<file path="config.mk">
export PLATFORM = sky130hd
export DESIGN_NAME = wildcard_star_regex_matcher
export DESIGN_NICKNAME = d
export VERILOG_FILES = /design/src/design/wsrm_pkg.sv /design/src/design/wildcard_star_regex_matcher.sv /design/src/design/wsrm_front.sv /design/src/design/wsrm_back.sv
export SDC_FILE = /design/constraint.sdc
export NUM_CORES = 1
export LEC_CHECK = 0
export BUFFER_PORTS_ARGS = -buffer_cell sky130_fd_sc_hd__buf_2
export CORE_MARGIN = 5
export CORE_UTILIZATION = 30
export CTS_CLUSTER_SIZE = 28
export DETAILED_ROUTE_END_ITERATION = 12
export SLEW_MARGIN = 15
export SYNTH_ARGS = -nofsm -noshare
export SYNTH_HDL_FRONTEND = slang
export SYNTH_SLANG_ARGS = --single-unit
</file>
<file path="constraint.sdc">
create_clock -name clk -period 3.7 [get_ports clk]
set_clock_uncertainty 0.1 [all_clocks]
set_input_delay 0.185 -clock clk [delete_from_list [all_inputs] [get_ports clk]]
set_output_delay 0.185 -clock clk [all_outputs]
set_load 0.01 [all_outputs]
</file>
<file path="src/design/wsrm_pkg.sv">
// package: word types, command codes and the star closure function for the regex matcher
`default_nettype none
package wsrm_pkg;

  localparam int MAX_TOKENS = 16;
  localparam int NPOS       = MAX_TOKENS + 1;
  localparam int CNT_W      = $clog2(NPOS);
  localparam int TOK_IDX_W  = (MAX_TOKENS > 1) ? $clog2(MAX_TOKENS) : 1;
  localparam int LEVELS     = $clog2(NPOS);

  localparam logic [7:0] CH_DOT  = 8'h2E;
  localparam logic [7:0] CH_STAR = 8'h2A;

  // input kind codes
  localparam logic [1:0] KIND_APPEND  = 2'd0;
  localparam logic [1:0] KIND_SUBJECT = 2'd1;
  localparam logic [1:0] KIND_END     = 2'd2;
  localparam logic [1:0] KIND_CLEAR   = 2'd3;

  typedef struct packed {
    logic [1:0] kind;
    logic [7:0] data_byte;
  } in_word_t;

  typedef struct packed {
    logic matched;
    logic pattern_error;
  } out_word_t;

  typedef enum logic [2:0] {
    OP_TOKEN,
    OP_STAR,
    OP_SUBJECT,
    OP_END,
    OP_CLEAR
  } op_t;

  // classified word as it sits in the queue
  typedef struct packed {
    op_t        op;
    logic       is_dot;
    logic [7:0] data_byte;
  } cmd_t;

  // spread active positions forward over starred tokens, parallel prefix form
  function automatic logic [NPOS-1:0] close_stars(input logic [NPOS-1:0] v,
                                                  input logic [MAX_TOKENS-1:0] p);
    logic [NPOS-1:0] g;
    logic [NPOS-1:0] pp;
    logic [NPOS-1:0] g_n;
    logic [NPOS-1:0] pp_n;
    g = v;
    pp[0] = 1'b0;
    for (int j = 1; j < NPOS; j++) begin
      pp[j] = p[j-1];
    end
    for (int lvl = 0; lvl < LEVELS; lvl++) begin
      for (int j = 0; j < NPOS; j++) begin
        if (j >= (1 << lvl)) begin
          g_n[j]  = g[j] | (pp[j] & g[j - (1 << lvl)]);
          pp_n[j] = pp[j] & pp[j - (1 << lvl)];
        end else begin
          g_n[j]  = g[j];
          pp_n[j] = pp[j];
        end
      end
      g  = g_n;
      pp = pp_n;
    end
    return g;
  endfunction

endpackage
`default_nettype wire

</file>
<file path="src/design/wildcard_star_regex_matcher.sv">
// top level: whole-string matcher for literal, dot and star patterns
// result path: an end word is held in the queue, then its result goes to the result register and
//   shows on out_valid; words queued ahead of it delay it further
// throughput: one word per cycle, set by the active-vector update
//   in the back end; an end word waits only while a prior result is not taken
// reset: synchronous rst_n empties the queue and result register, clears token
//   count and error flag and arms position zero only; the token store is not cleared
`default_nettype none
module wildcard_star_regex_matcher (
  input  wire logic                clk,
  input  wire logic                rst_n,
  input  wire logic                in_valid,
  output logic                     in_ready,
  input  wire wsrm_pkg::in_word_t  in_word,
  output logic                     out_valid,
  input  wire logic                out_ready,
  output wsrm_pkg::out_word_t      out_word
);

  // classified word between front and back
  logic           cmd_valid;
  wsrm_pkg::cmd_t cmd;
  logic           cmd_pop;

  // front: takes words whenever the queue has room
  wsrm_front u_front (
    .clk       (clk),
    .rst_n     (rst_n),
    .in_valid  (in_valid),
    .in_ready  (in_ready),
    .in_word   (in_word),
    .cmd_valid (cmd_valid),
    .cmd       (cmd),
    .cmd_pop   (cmd_pop)
  );

  // back: pattern store, nfa vector, result register
  wsrm_back u_back (
    .clk       (clk),
    .rst_n     (rst_n),
    .cmd_valid (cmd_valid),
    .cmd       (cmd),
    .cmd_pop   (cmd_pop),
    .out_valid (out_valid),
    .out_ready (out_ready),
    .out_word  (out_word)
  );

endmodule
`default_nettype wire

</file>
<file path="src/design/wsrm_front.sv">
// front end: accepts input words, classifies them and holds them in a two-entry queue
`default_nettype none
module wsrm_front (
  input  wire logic              clk,
  input  wire logic              rst_n,
  input  wire logic              in_valid,
  output logic                   in_ready,
  input  wire wsrm_pkg::in_word_t in_word,
  output logic                   cmd_valid,
  output wsrm_pkg::cmd_t         cmd,
  input  wire logic              cmd_pop
);

  wsrm_pkg::cmd_t q_r [2];
  logic       wr_ptr_r, wr_ptr_nxt;
  logic       rd_ptr_r, rd_ptr_nxt;
  logic [1:0] cnt_r, cnt_nxt;
  wsrm_pkg::cmd_t dec;
  logic       push;
  logic       pop;

  // classify
  always_comb begin
    dec.data_byte = in_word.data_byte;
    dec.is_dot    = (in_word.data_byte == wsrm_pkg::CH_DOT);
    case (in_word.kind)
      wsrm_pkg::KIND_APPEND: begin
        dec.op = (in_word.data_byte == wsrm_pkg::CH_STAR) ? wsrm_pkg::OP_STAR
                                                           : wsrm_pkg::OP_TOKEN;
      end
      wsrm_pkg::KIND_SUBJECT: dec.op = wsrm_pkg::OP_SUBJECT;
      wsrm_pkg::KIND_END:     dec.op = wsrm_pkg::OP_END;
      default:                dec.op = wsrm_pkg::OP_CLEAR;
    endcase
  end

  assign in_ready  = (cnt_r != 2'd2);
  assign push      = in_valid & in_ready;
  assign cmd_valid = (cnt_r != 2'd0);
  assign pop       = cmd_pop & cmd_valid;
  assign cmd       = q_r[rd_ptr_r];

  always_comb begin
    wr_ptr_nxt = push ? ~wr_ptr_r : wr_ptr_r;
    rd_ptr_nxt = pop ? ~rd_ptr_r : rd_ptr_r;
    case ({push, pop})
      2'b10:   cnt_nxt = cnt_r + 2'd1;
      2'b01:   cnt_nxt = cnt_r - 2'd1;
      default: cnt_nxt = cnt_r;
    endcase
  end

  always_ff @(posedge clk) begin
    if (!rst_n) begin
      wr_ptr_r <= 1'b0;
      rd_ptr_r <= 1'b0;
      cnt_r    <= 2'd0;
    end else begin
      wr_ptr_r <= wr_ptr_nxt;
      rd_ptr_r <= rd_ptr_nxt;
      cnt_r    <= cnt_nxt;
    end
  end

  always_ff @(posedge clk) begin
    if (push) begin
      q_r[wr_ptr_r] <= dec;
    end
  end

endmodule
`default_nettype wire

</file>
<file path="src/design/wsrm_back.sv">
// back end: token store, active-position vector update and registered result
`default_nettype none
module wsrm_back (
  input  wire logic                clk,
  input  wire logic                rst_n,
  input  wire logic                cmd_valid,
  input  wire wsrm_pkg::cmd_t      cmd,
  output logic                     cmd_pop,
  output logic                     out_valid,
  input  wire logic                out_ready,
  output wsrm_pkg::out_word_t      out_word
);

  localparam int MT   = wsrm_pkg::MAX_TOKENS;
  localparam int NP   = wsrm_pkg::NPOS;
  localparam int CW   = wsrm_pkg::CNT_W;
  localparam int IW   = wsrm_pkg::TOK_IDX_W;

  logic [7:0]    tok_byte_r [MT];
  logic [MT-1:0] tok_any_r;
  logic [MT-1:0] tok_star_r;

  logic [CW-1:0] count_r, count_nxt;
  logic          err_r, err_nxt;
  logic          last_star_r, last_star_nxt;
  logic [NP-1:0] active_r, active_nxt;
  logic          out_valid_r, out_valid_nxt;
  wsrm_pkg::out_word_t out_word_r, out_word_nxt;

  logic [MT-1:0] tok_valid;
  logic [NP-1:0] closed;
  logic [NP-1:0] step_vec;
  logic          tok_wr;
  logic          star_wr;
  logic [IW-1:0] wr_idx;
  logic [IW-1:0] star_idx;
  logic          full;
  logic          go;

  // end words wait while the result register is still held
  assign cmd_pop = cmd_valid & ((cmd.op != wsrm_pkg::OP_END) | ~out_valid_r | out_ready);
  assign go      = cmd_pop;

  assign full     = (count_r == CW'(MT));
  assign wr_idx   = count_r[IW-1:0];
  assign star_idx = IW'(count_r - CW'(1));

  always_comb begin
    for (int i = 0; i < MT; i++) begin
      tok_valid[i] = (CW'(i) < count_r);
    end
  end

  assign closed = wsrm_pkg::close_stars(active_r, tok_valid & tok_star_r);

  // one subject byte through the automaton
  always_comb begin
    step_vec = '0;
    for (int i = 0; i < MT; i++) begin
      if (tok_valid[i] && closed[i] &&
          (tok_any_r[i] || (tok_byte_r[i] == cmd.data_byte))) begin
        if (tok_star_r[i]) begin
          step_vec[i] = 1'b1;
        end else begin
          step_vec[i+1] = 1'b1;
        end
      end
    end
  end

  always_comb begin
    count_nxt     = count_r;
    err_nxt       = err_r;
    last_star_nxt = last_star_r;
    active_nxt    = active_r;
    out_word_nxt  = out_word_r;
    out_valid_nxt = out_valid_r & ~out_ready;
    tok_wr        = 1'b0;
    star_wr       = 1'b0;
    if (go) begin
      case (cmd.op)
        wsrm_pkg::OP_TOKEN: begin
          if (full) begin
            err_nxt = 1'b1;
          end else begin
            tok_wr        = 1'b1;
            count_nxt     = count_r + CW'(1);
            last_star_nxt = 1'b0;
          end
          active_nxt = NP'(1);
        end
        wsrm_pkg::OP_STAR: begin
          if ((count_r == '0) || last_star_r) begin
            err_nxt = 1'b1;
          end else begin
            star_wr       = 1'b1;
            last_star_nxt = 1'b1;
          end
          active_nxt = NP'(1);
        end
        wsrm_pkg::OP_SUBJECT: begin
          active_nxt = step_vec;
        end
        wsrm_pkg::OP_END: begin
          out_word_nxt.matched       = closed[count_r] & ~err_r;
          out_word_nxt.pattern_error = err_r;
          out_valid_nxt              = 1'b1;
          active_nxt                 = NP'(1);
        end
        default: begin
          count_nxt     = '0;
          err_nxt       = 1'b0;
          last_star_nxt = 1'b0;
          active_nxt    = NP'(1);
        end
      endcase
    end
  end

  always_ff @(posedge clk) begin
    if (!rst_n) begin
      count_r     <= '0;
      err_r       <= 1'b0;
      last_star_r <= 1'b0;
      active_r    <= NP'(1);
      out_valid_r <= 1'b0;
    end else begin
      count_r     <= count_nxt;
      err_r       <= err_nxt;
      last_star_r <= last_star_nxt;
      active_r    <= active_nxt;
      out_valid_r <= out_valid_nxt;
    end
  end

  always_ff @(posedge clk) begin
    out_word_r <= out_word_nxt;
  end

  // token store, no reset
  always_ff @(posedge clk) begin
    if (tok_wr) begin
      tok_byte_r[wr_idx] <= cmd.data_byte;
      tok_any_r[wr_idx]  <= cmd.is_dot;
      tok_star_r[wr_idx] <= 1'b0;
    end else if (star_wr) begin
      tok_star_r[star_idx] <= 1'b1;
    end
  end

  assign out_valid = out_valid_r;
  assign out_word  = out_word_r;

endmodule
`default_nettype wire

</file>
==> results.toml, run 1 <==
[timing]
finalCritPeriodShare_pct = 93.4
slew_headroom_pct = 29.0
hold_viol_final = 0
fin_crit_ns = 3.46
setup_viol = 0
fmax_ghz = 0.289
worst_slew_pin_slew_ns = 1.06
fin_tns_setup_ns = 0
maxSlewViolCount = 0
fin_hold_ws_ns = 0.0218
rsz0062_at_grt = "no"

[worst_setup_path]
endpoint_kind = "flop"
start_kind = "flop"
critical_path_arrival_ns = 3.62
worstPathRequired_ns = 3.86
crit_type = "flop to flop"
startpoint = "u_back.count_r[2]$_SDFFE_PN0P_"
cp_cell_sequence = "or3_1 -> o22ai_1 -> nor3_1 -> o22ai_1 -> o21ai_0 -> nor3_1 -> a211oi_1 -> or3_1"
slowest_stage = "dfxtp_1"
r2r-start = "u_back.count_r[2]$_SDFFE_PN0P_"
crit_fanout = 24
slowest_delay_ns = 0.61

[synth]
synth_ff_type = "edfxtp_1"
avgSynthCellArea_um2 = 12.4
synth-adder-area-share_pct = 1.11
synth_most_common_cell = "edfxtp_1"
synthXorXnorAreaFrac_pct = 11.7
synth_top_family_by_area = "XOR/XNOR gates"
synth_compound_area_share_pct = 9.48
synth.cell_area_um2 = 10100
synth.mux.area_fraction_pct = 2.50
yosysTopAreaCell = "edfxtp_1"
seq_area_frac_synth_pct = 61.0
synth_edf_count = 186
synth_top_area_share_pct = 55.1
async_flop_share_pct = 0
synth-simple-area-share_pct = 11.3
yosys-top-cells-area = "edfxtp_1 (55%), xnor2_1 (10%), dfxtp_1 (5.9%)"
synthCells = 821
yosys_warnings = 0
synth_cell_types = 61
synth-seq-cells = 216
yosys-top-cells-count = "edfxtp_1 (186), xnor2_1 (117), nor2_1 (58)"
syn-num-nets = 844

[die]
io_pins = 18
die_y_um = 194
die-width_um = 194
coreArea_um2 = 33400
initial_utilization_pct = 30.3
std_cell_rows = 67
dieArea_um2 = 37600

[grt]
grt_start_max_net_pins = 31
grt_pass1_wl_mm = 39.7
antenna_found_initial = 0
grt_pass1_vias = 6677
global_route.usage.total_pct = 13.3
grt-ovfl-total = 0

[drt]
drc = 0
drt_iter0_drc = 634
viasPerCell = 4.96
detail-route-antenna-nets = 0
wl_mm = 25.6
wl_per_cell_um = 19.0
firstDrtPassIters = 5
vias = 6687

[placement]
place.gp.congestion = 0.901
hpwlAfterDp_mm = 17.0
dpl.cell_count = 1297
dpl_cell_area_um2 = 11000
io_buffers = 17

[cts]
cts_root_buf = "clkbuf_16"
clk_pin_slew_worst_paths_ns = 0.07
ctsHtreeMaxLevel = 1
clk_latency_ns = 0.51
cts.sinks = 216
numCtsBuffers = 22
post_cts_buffers = 0
cts_tree = "done"
cts_buffer_depth = 3

[min_path]
hp-class = "input pin to flop"
worstHoldStart = "in_valid"

[cells_and_area]
areaGrowthSynthToFinish_pct = 16.1
fillers = 3240
design_area_um2 = 11800
antenna_cells = 0
final_layout_size_suffix_gt1_share_pct = 11.7
fin_cells = 1349
nets = 909

[power]
power.density_nw_per_um2 = 570
vdd_drop_max_uv = 459
total_power_mw = 6.71
p_leak_nw = 3.76

[flow_run]
max_cap_viol_count = 0

[outcome]
status = "finished clean"
## sequential cells by signal (all words and copies together), names as in the netlist, named ones only
name and count:
u_back.out_valid 1, u_front.q_r 24, u_back.last_star_r 1, u_back.tok_star_r 16, u_back.err_r 1, u_back.out_word 2, u_back.count_r 5, u_front.cnt_r 2
u_front.rd_ptr_r 1, u_back.tok_byte_r 128, u_back.active_r 17, u_front.wr_ptr_r 1, u_back.tok_any_r 16
## critical path, delay by kind of cell (launching register included)
| kind | cells | cell delay, ns |
|---|---|---|
| simple gates | 4 | 1.31 |
| compound gates | 4 | 1.18 |
| flops | 1 | 0.61 |
## logic make-up after synthesis
family	after synthesis
AOI/OAI and AO/OA	151
xor gates and xnor gates	136
adders and majority gates	9
buffers and inverters	63
DFF	216
muxes	15
and+or+nand+nor	231
## final cells by class
class	instances	area (um2)	share of cell area [%]
clock inverter	6	68.8	0.584
tap	448	561	4.76
sequential	216	6190	52.5
multi-input combinational	542	3670	31.2
inverter	31	116	0.988
timing repair buffer	73	563	4.78
clock buffer	33	612	5.20
## final timing paths
path                                       to  slack, ns  cells after the start
max              u_back.out_word[1]$_DFFE_PP_       0.24                      8
min             u_front.wr_ptr_r$_SDFFE_PN0P_       0.02                      4
max reg2reg      u_back.out_word[1]$_DFFE_PP_       0.24                      8
min reg2reg  u_back.active_r[14]$_SDFFE_PN0P_       0.36                      1
## power by group
part / internal, mW / switching, mW
sequential: 2.90 / 0.0742
combinational: 0.614 / 1.01
clock: 1.22 / 0.901
## layer usage
layer	routed length [um]	share of wire, %	global-route usage (%)	vias up
met2	12300	48	22.9	200
met5	0	0	0	-
li1	-	-	-	3135
met1	11500	45	17.8	3308
met3	1200	4.7	1.67	44
met4	614	2.4	3.41	0
## repair_timing
| action | CTS | global route |
|---|---|---|
| hold buffers | 13 | 0 |
| endpoints found under the hold margin | 34 | 0 |
| gates resized for setup | 0 | 0 |
## per-stage QoR
step | util [%] | setup WS (ns)
floorplan | - | 0.323
global placement | 32.8 | 0.296
finish | 35.2 | 0.244
CTS | 35.2 | 0.265
global route | 35.2 | 0.141
detailed placement | 32.8 | 0.268
## layout by cell type (no fill, tap or decap), drive strengths merged, types with 3 or more instances in the layout
cell | Yosys | layout
ha | 9 | 9
nand4 | 9 | 9
nor4 | 32 | 32
edfxtp | 186 | 186
a211oi | 3 | 3
o2111ai | 3 | 3
o22ai | 3 | 3
xor2 | 19 | 19
a221o | 3 | 3
nand3 | 12 | 12
dfxtp | 30 | 30
nor3 | 19 | 19
a21oi | 38 | 38
nand2b | 6 | 6
or3 | 3 | 3
a21o | 3 | 3
nor2b | 5 | 5
inv | 30 | 30
a31oi | 7 | 7
xnor2 | 117 | 117
a22oi | 10 | 10
o31ai | 3 | 3
o21ai | 45 | 45
nor3b | 7 | 7
nand2 | 54 | 54
nand3b | 3 | 3
nor2 | 58 | 58
buf | 14 | 60
mux2i | 12 | 12
clkinv | 1 | 6
mux2 | 3 | 3
and3 | 6 | 6
clkbuf | 18 | 33
a2111oi | 3 | 3
and2 | 12 | 12
dlygate4sd3 | 0 | 13
o21a | 8 | 8
Note: power is estimated with default switching activity, not from simulation.
==> inputs of run 2 (changes only) <==
==> constraint.sdc (replaced) <==
create_clock -name clk -period 3.24 [get_ports clk]
set_clock_uncertainty 0.1 [all_clocks]
set_input_delay 0.162 -clock clk [delete_from_list [all_inputs] [get_ports clk]]
set_output_delay 0.162 -clock clk [all_outputs]
set_load 0.01 [all_outputs]
==> run 2 against run 1 <==
Routed wire length shrank 3.2%. Final area rose by 1.7%. Critical path type unchanged. Largest cell class unchanged. Largest power group unchanged. Global-route usage decreased by 0.34 points.
==> results.toml, run 2 (synthesis gave the netlist of run 1 again) <==
[outcome]
status = "finished clean"

[drt]
drt_iter0_drc = 540
vias = 6697
viasPerCell = 4.92
wl_mm = 24.8
detail-route-antenna-nets = 0
firstDrtPassIters = 5
drc = 0
wl_per_cell_um = 18.2

[min_path]
worstHoldStart = "in_word[7]"
hp-class = "input pin to flop"

[cells_and_area]
largest_register_ffs = 128
most-common-layout-cells = "edfxtp_1 (186), xnor2_1 (117), nor2_1 (58), nand2_1 (54), buf_4 (51)"
final_layout_size_suffix_gt1_share_pct = 13.6
nets = 923
antenna_cells = 0
fillers = 3214
reg_top3 = "u_back.tok_byte_r: 128 flops, u_front.q_r: 24 flops, u_back.active_r: 17 flops"
final_common_cell = "edfxtp_1"
regMostFlops = "u_back.tok_byte_r"
fin_cells = 1361
areaGrowthSynthToFinish_pct = 18.0

[placement]
dpl.cell_count = 1309
place.gp.congestion = 0.864
io_buffers = 17
hpwlAfterDp_mm = 16.8

[worst_setup_path]
start_kind = "flop"
startpoint = "u_back.count_r[1]$_SDFFE_PN0P_"
r2r_end = "u_back.out_word[1]$_DFFE_PP_"
setup.worst_path.end = "u_back.out_word[1]$_DFFE_PP_"
slowest_stage = "dfxtp_1"
slowest_delay_ns = 0.42
cp_cell_sequence = "buf_4 -> o41a_1 -> o22ai_1 -> nor3_1 -> o22ai_1 -> o21ai_0 -> nor3_1 -> a211oi_1 -> or3_1"
crit_type = "flop to flop"
r2r-start = "u_back.count_r[1]$_SDFFE_PN0P_"
worstPathRequired_ns = 3.41
crit_fanout = 17
endpoint_kind = "flop"
critical_path_arrival_ns = 3.18
reg2reg_depth = 9
reg2reg_slack_ns = 0.23

[power]
clkPwrFrac_pct = 32.8
netSwitchingFraction_pct = 28.8
vdd_drop_max_uv = 446
total_power_mw = 7.89
p_seq_share_pct = 43.0
comb_power_share_pct = 24.2
intPower_mw = 5.61
p_switching_mw = 2.27
p_leak_nw = 3.88
power.density_nw_per_um2 = 659

[cts]
ctsHtreeMaxLevel = 1
ctsHoldBuffers = 14
clk_pin_slew_worst_paths_ns = 0.06
numCtsBuffers = 23
cts_tree = "done"
post_cts_buffers = 0
cts.sinks = 216
cts_resized = 0
clk_latency_ns = 0.53
cts_root_buf = "clkbuf_16"
cts_buffer_depth = 3

[timing]
hold_viol_final = 0
maxSlewViolCount = 0
fmax_ghz = 0.332
slew_headroom_pct = 50.7
fin_tns_setup_ns = 0
finalCritPeriodShare_pct = 93.0
rsz0062_at_grt = "no"
fin_crit_ns = 3.01
worst_slew_pin_slew_ns = 0.738
setup_viol = 0

[flow_run]
max_cap_viol_count = 0

[grt]
grt_start_max_net_pins = 23
global_route.usage.total_pct = 12.9
grt-ovfl-total = 0
antenna_found_initial = 0
grt_pass1_wl_mm = 39.1
grt_pass1_vias = 6683

[die]
die_y_um = 194
coreArea_um2 = 33400
dieArea_um2 = 37600
std_cell_rows = 67
initial_utilization_pct = 30.3
die-width_um = 194
io_pins = 18
[run 2: power groups by stage]
stage	Sequential [mW]	Combinational (mW)	Clock, mW
final	3.39	1.91	2.59
after global routing	3.40	2.09	2.76
after CTS	3.39	1.95	2.65
after detailed placement	3.45	1.93	0
after global placement	3.44	1.90	0
after floorplan	3.42	1.31	0
[run 2: worst min-delay path by stage]
| stage | to | cells after the start | slack, ns |
|---|---|---|---|
| final | u_front.q_r[0][7]$_DFFE_PP_ | 2 | 0.28 |
| after global routing | u_front.q_r[0][7]$_DFFE_PP_ | 2 | 0.28 |
| after CTS | u_front.q_r[0][7]$_DFFE_PP_ | 2 | 0.25 |
| after detailed placement | u_front.q_r[1][0]$_DFFE_PP_ | 1 | 0.27 |
| after global placement | u_front.q_r[1][0]$_DFFE_PP_ | 1 | 0.26 |
| after floorplan | u_front.q_r[0][0]$_DFFE_PP_ | 0 | 0.16 |
[run 2: metal layers]
layer | GRT usage (%) | wire length (um) | up-vias
met5 | 0 | 0 | -
met2 | 21.5 | 11500 | 207
met1 | 18.2 | 11300 | 3281
met3 | 1.42 | 1360 | 41
li1 | - | - | 3168
met4 | 3.33 | 582 | 0
[run 2: layout make-up]
| type | instances | area (um2) | share of cell area (%) |
|---|---|---|---|
| Sequential cell | 216 | 6190 | 51.7 |
| Multi-Input combinational cell | 542 | 3690 | 30.8 |
| Timing Repair Buffer | 86 | 688 | 5.75 |
| Clock buffer | 26 | 587 | 4.90 |
| Tap cell | 448 | 561 | 4.68 |
| Clock inverter | 12 | 149 | 1.24 |
| Inverter | 31 | 116 | 0.972 |
[run 2: through the flow]
stage | setup WS (ns) | util [%] | area [um2] | hold slack, ns
2_1_floorplan | 0.112 | - | 10200 | 0.161
3_3_place_gp | 0.275 | 33.2 | 11100 | 0.263
3_5_place_dp | 0.261 | 33.2 | 11100 | 0.268
4_1_cts | 0.246 | 35.8 | 12000 | 0.255
5_1_grt | 0.0116 | 35.8 | 12000 | 0.283
6_report | 0.227 | 35.8 | 12000 | 0.282
[run 2: critical path, delay by kind of cell (launching register included)]
| kind | cells | cell delay [ns] |
|---|---|---|
| AO/OA/AOI/OAI | 5 | 1.26 |
| AND/OR/NAND/NOR | 3 | 0.72 |
| buffers and inverters | 1 | 0.26 |
| flip-flops | 1 | 0.42 |
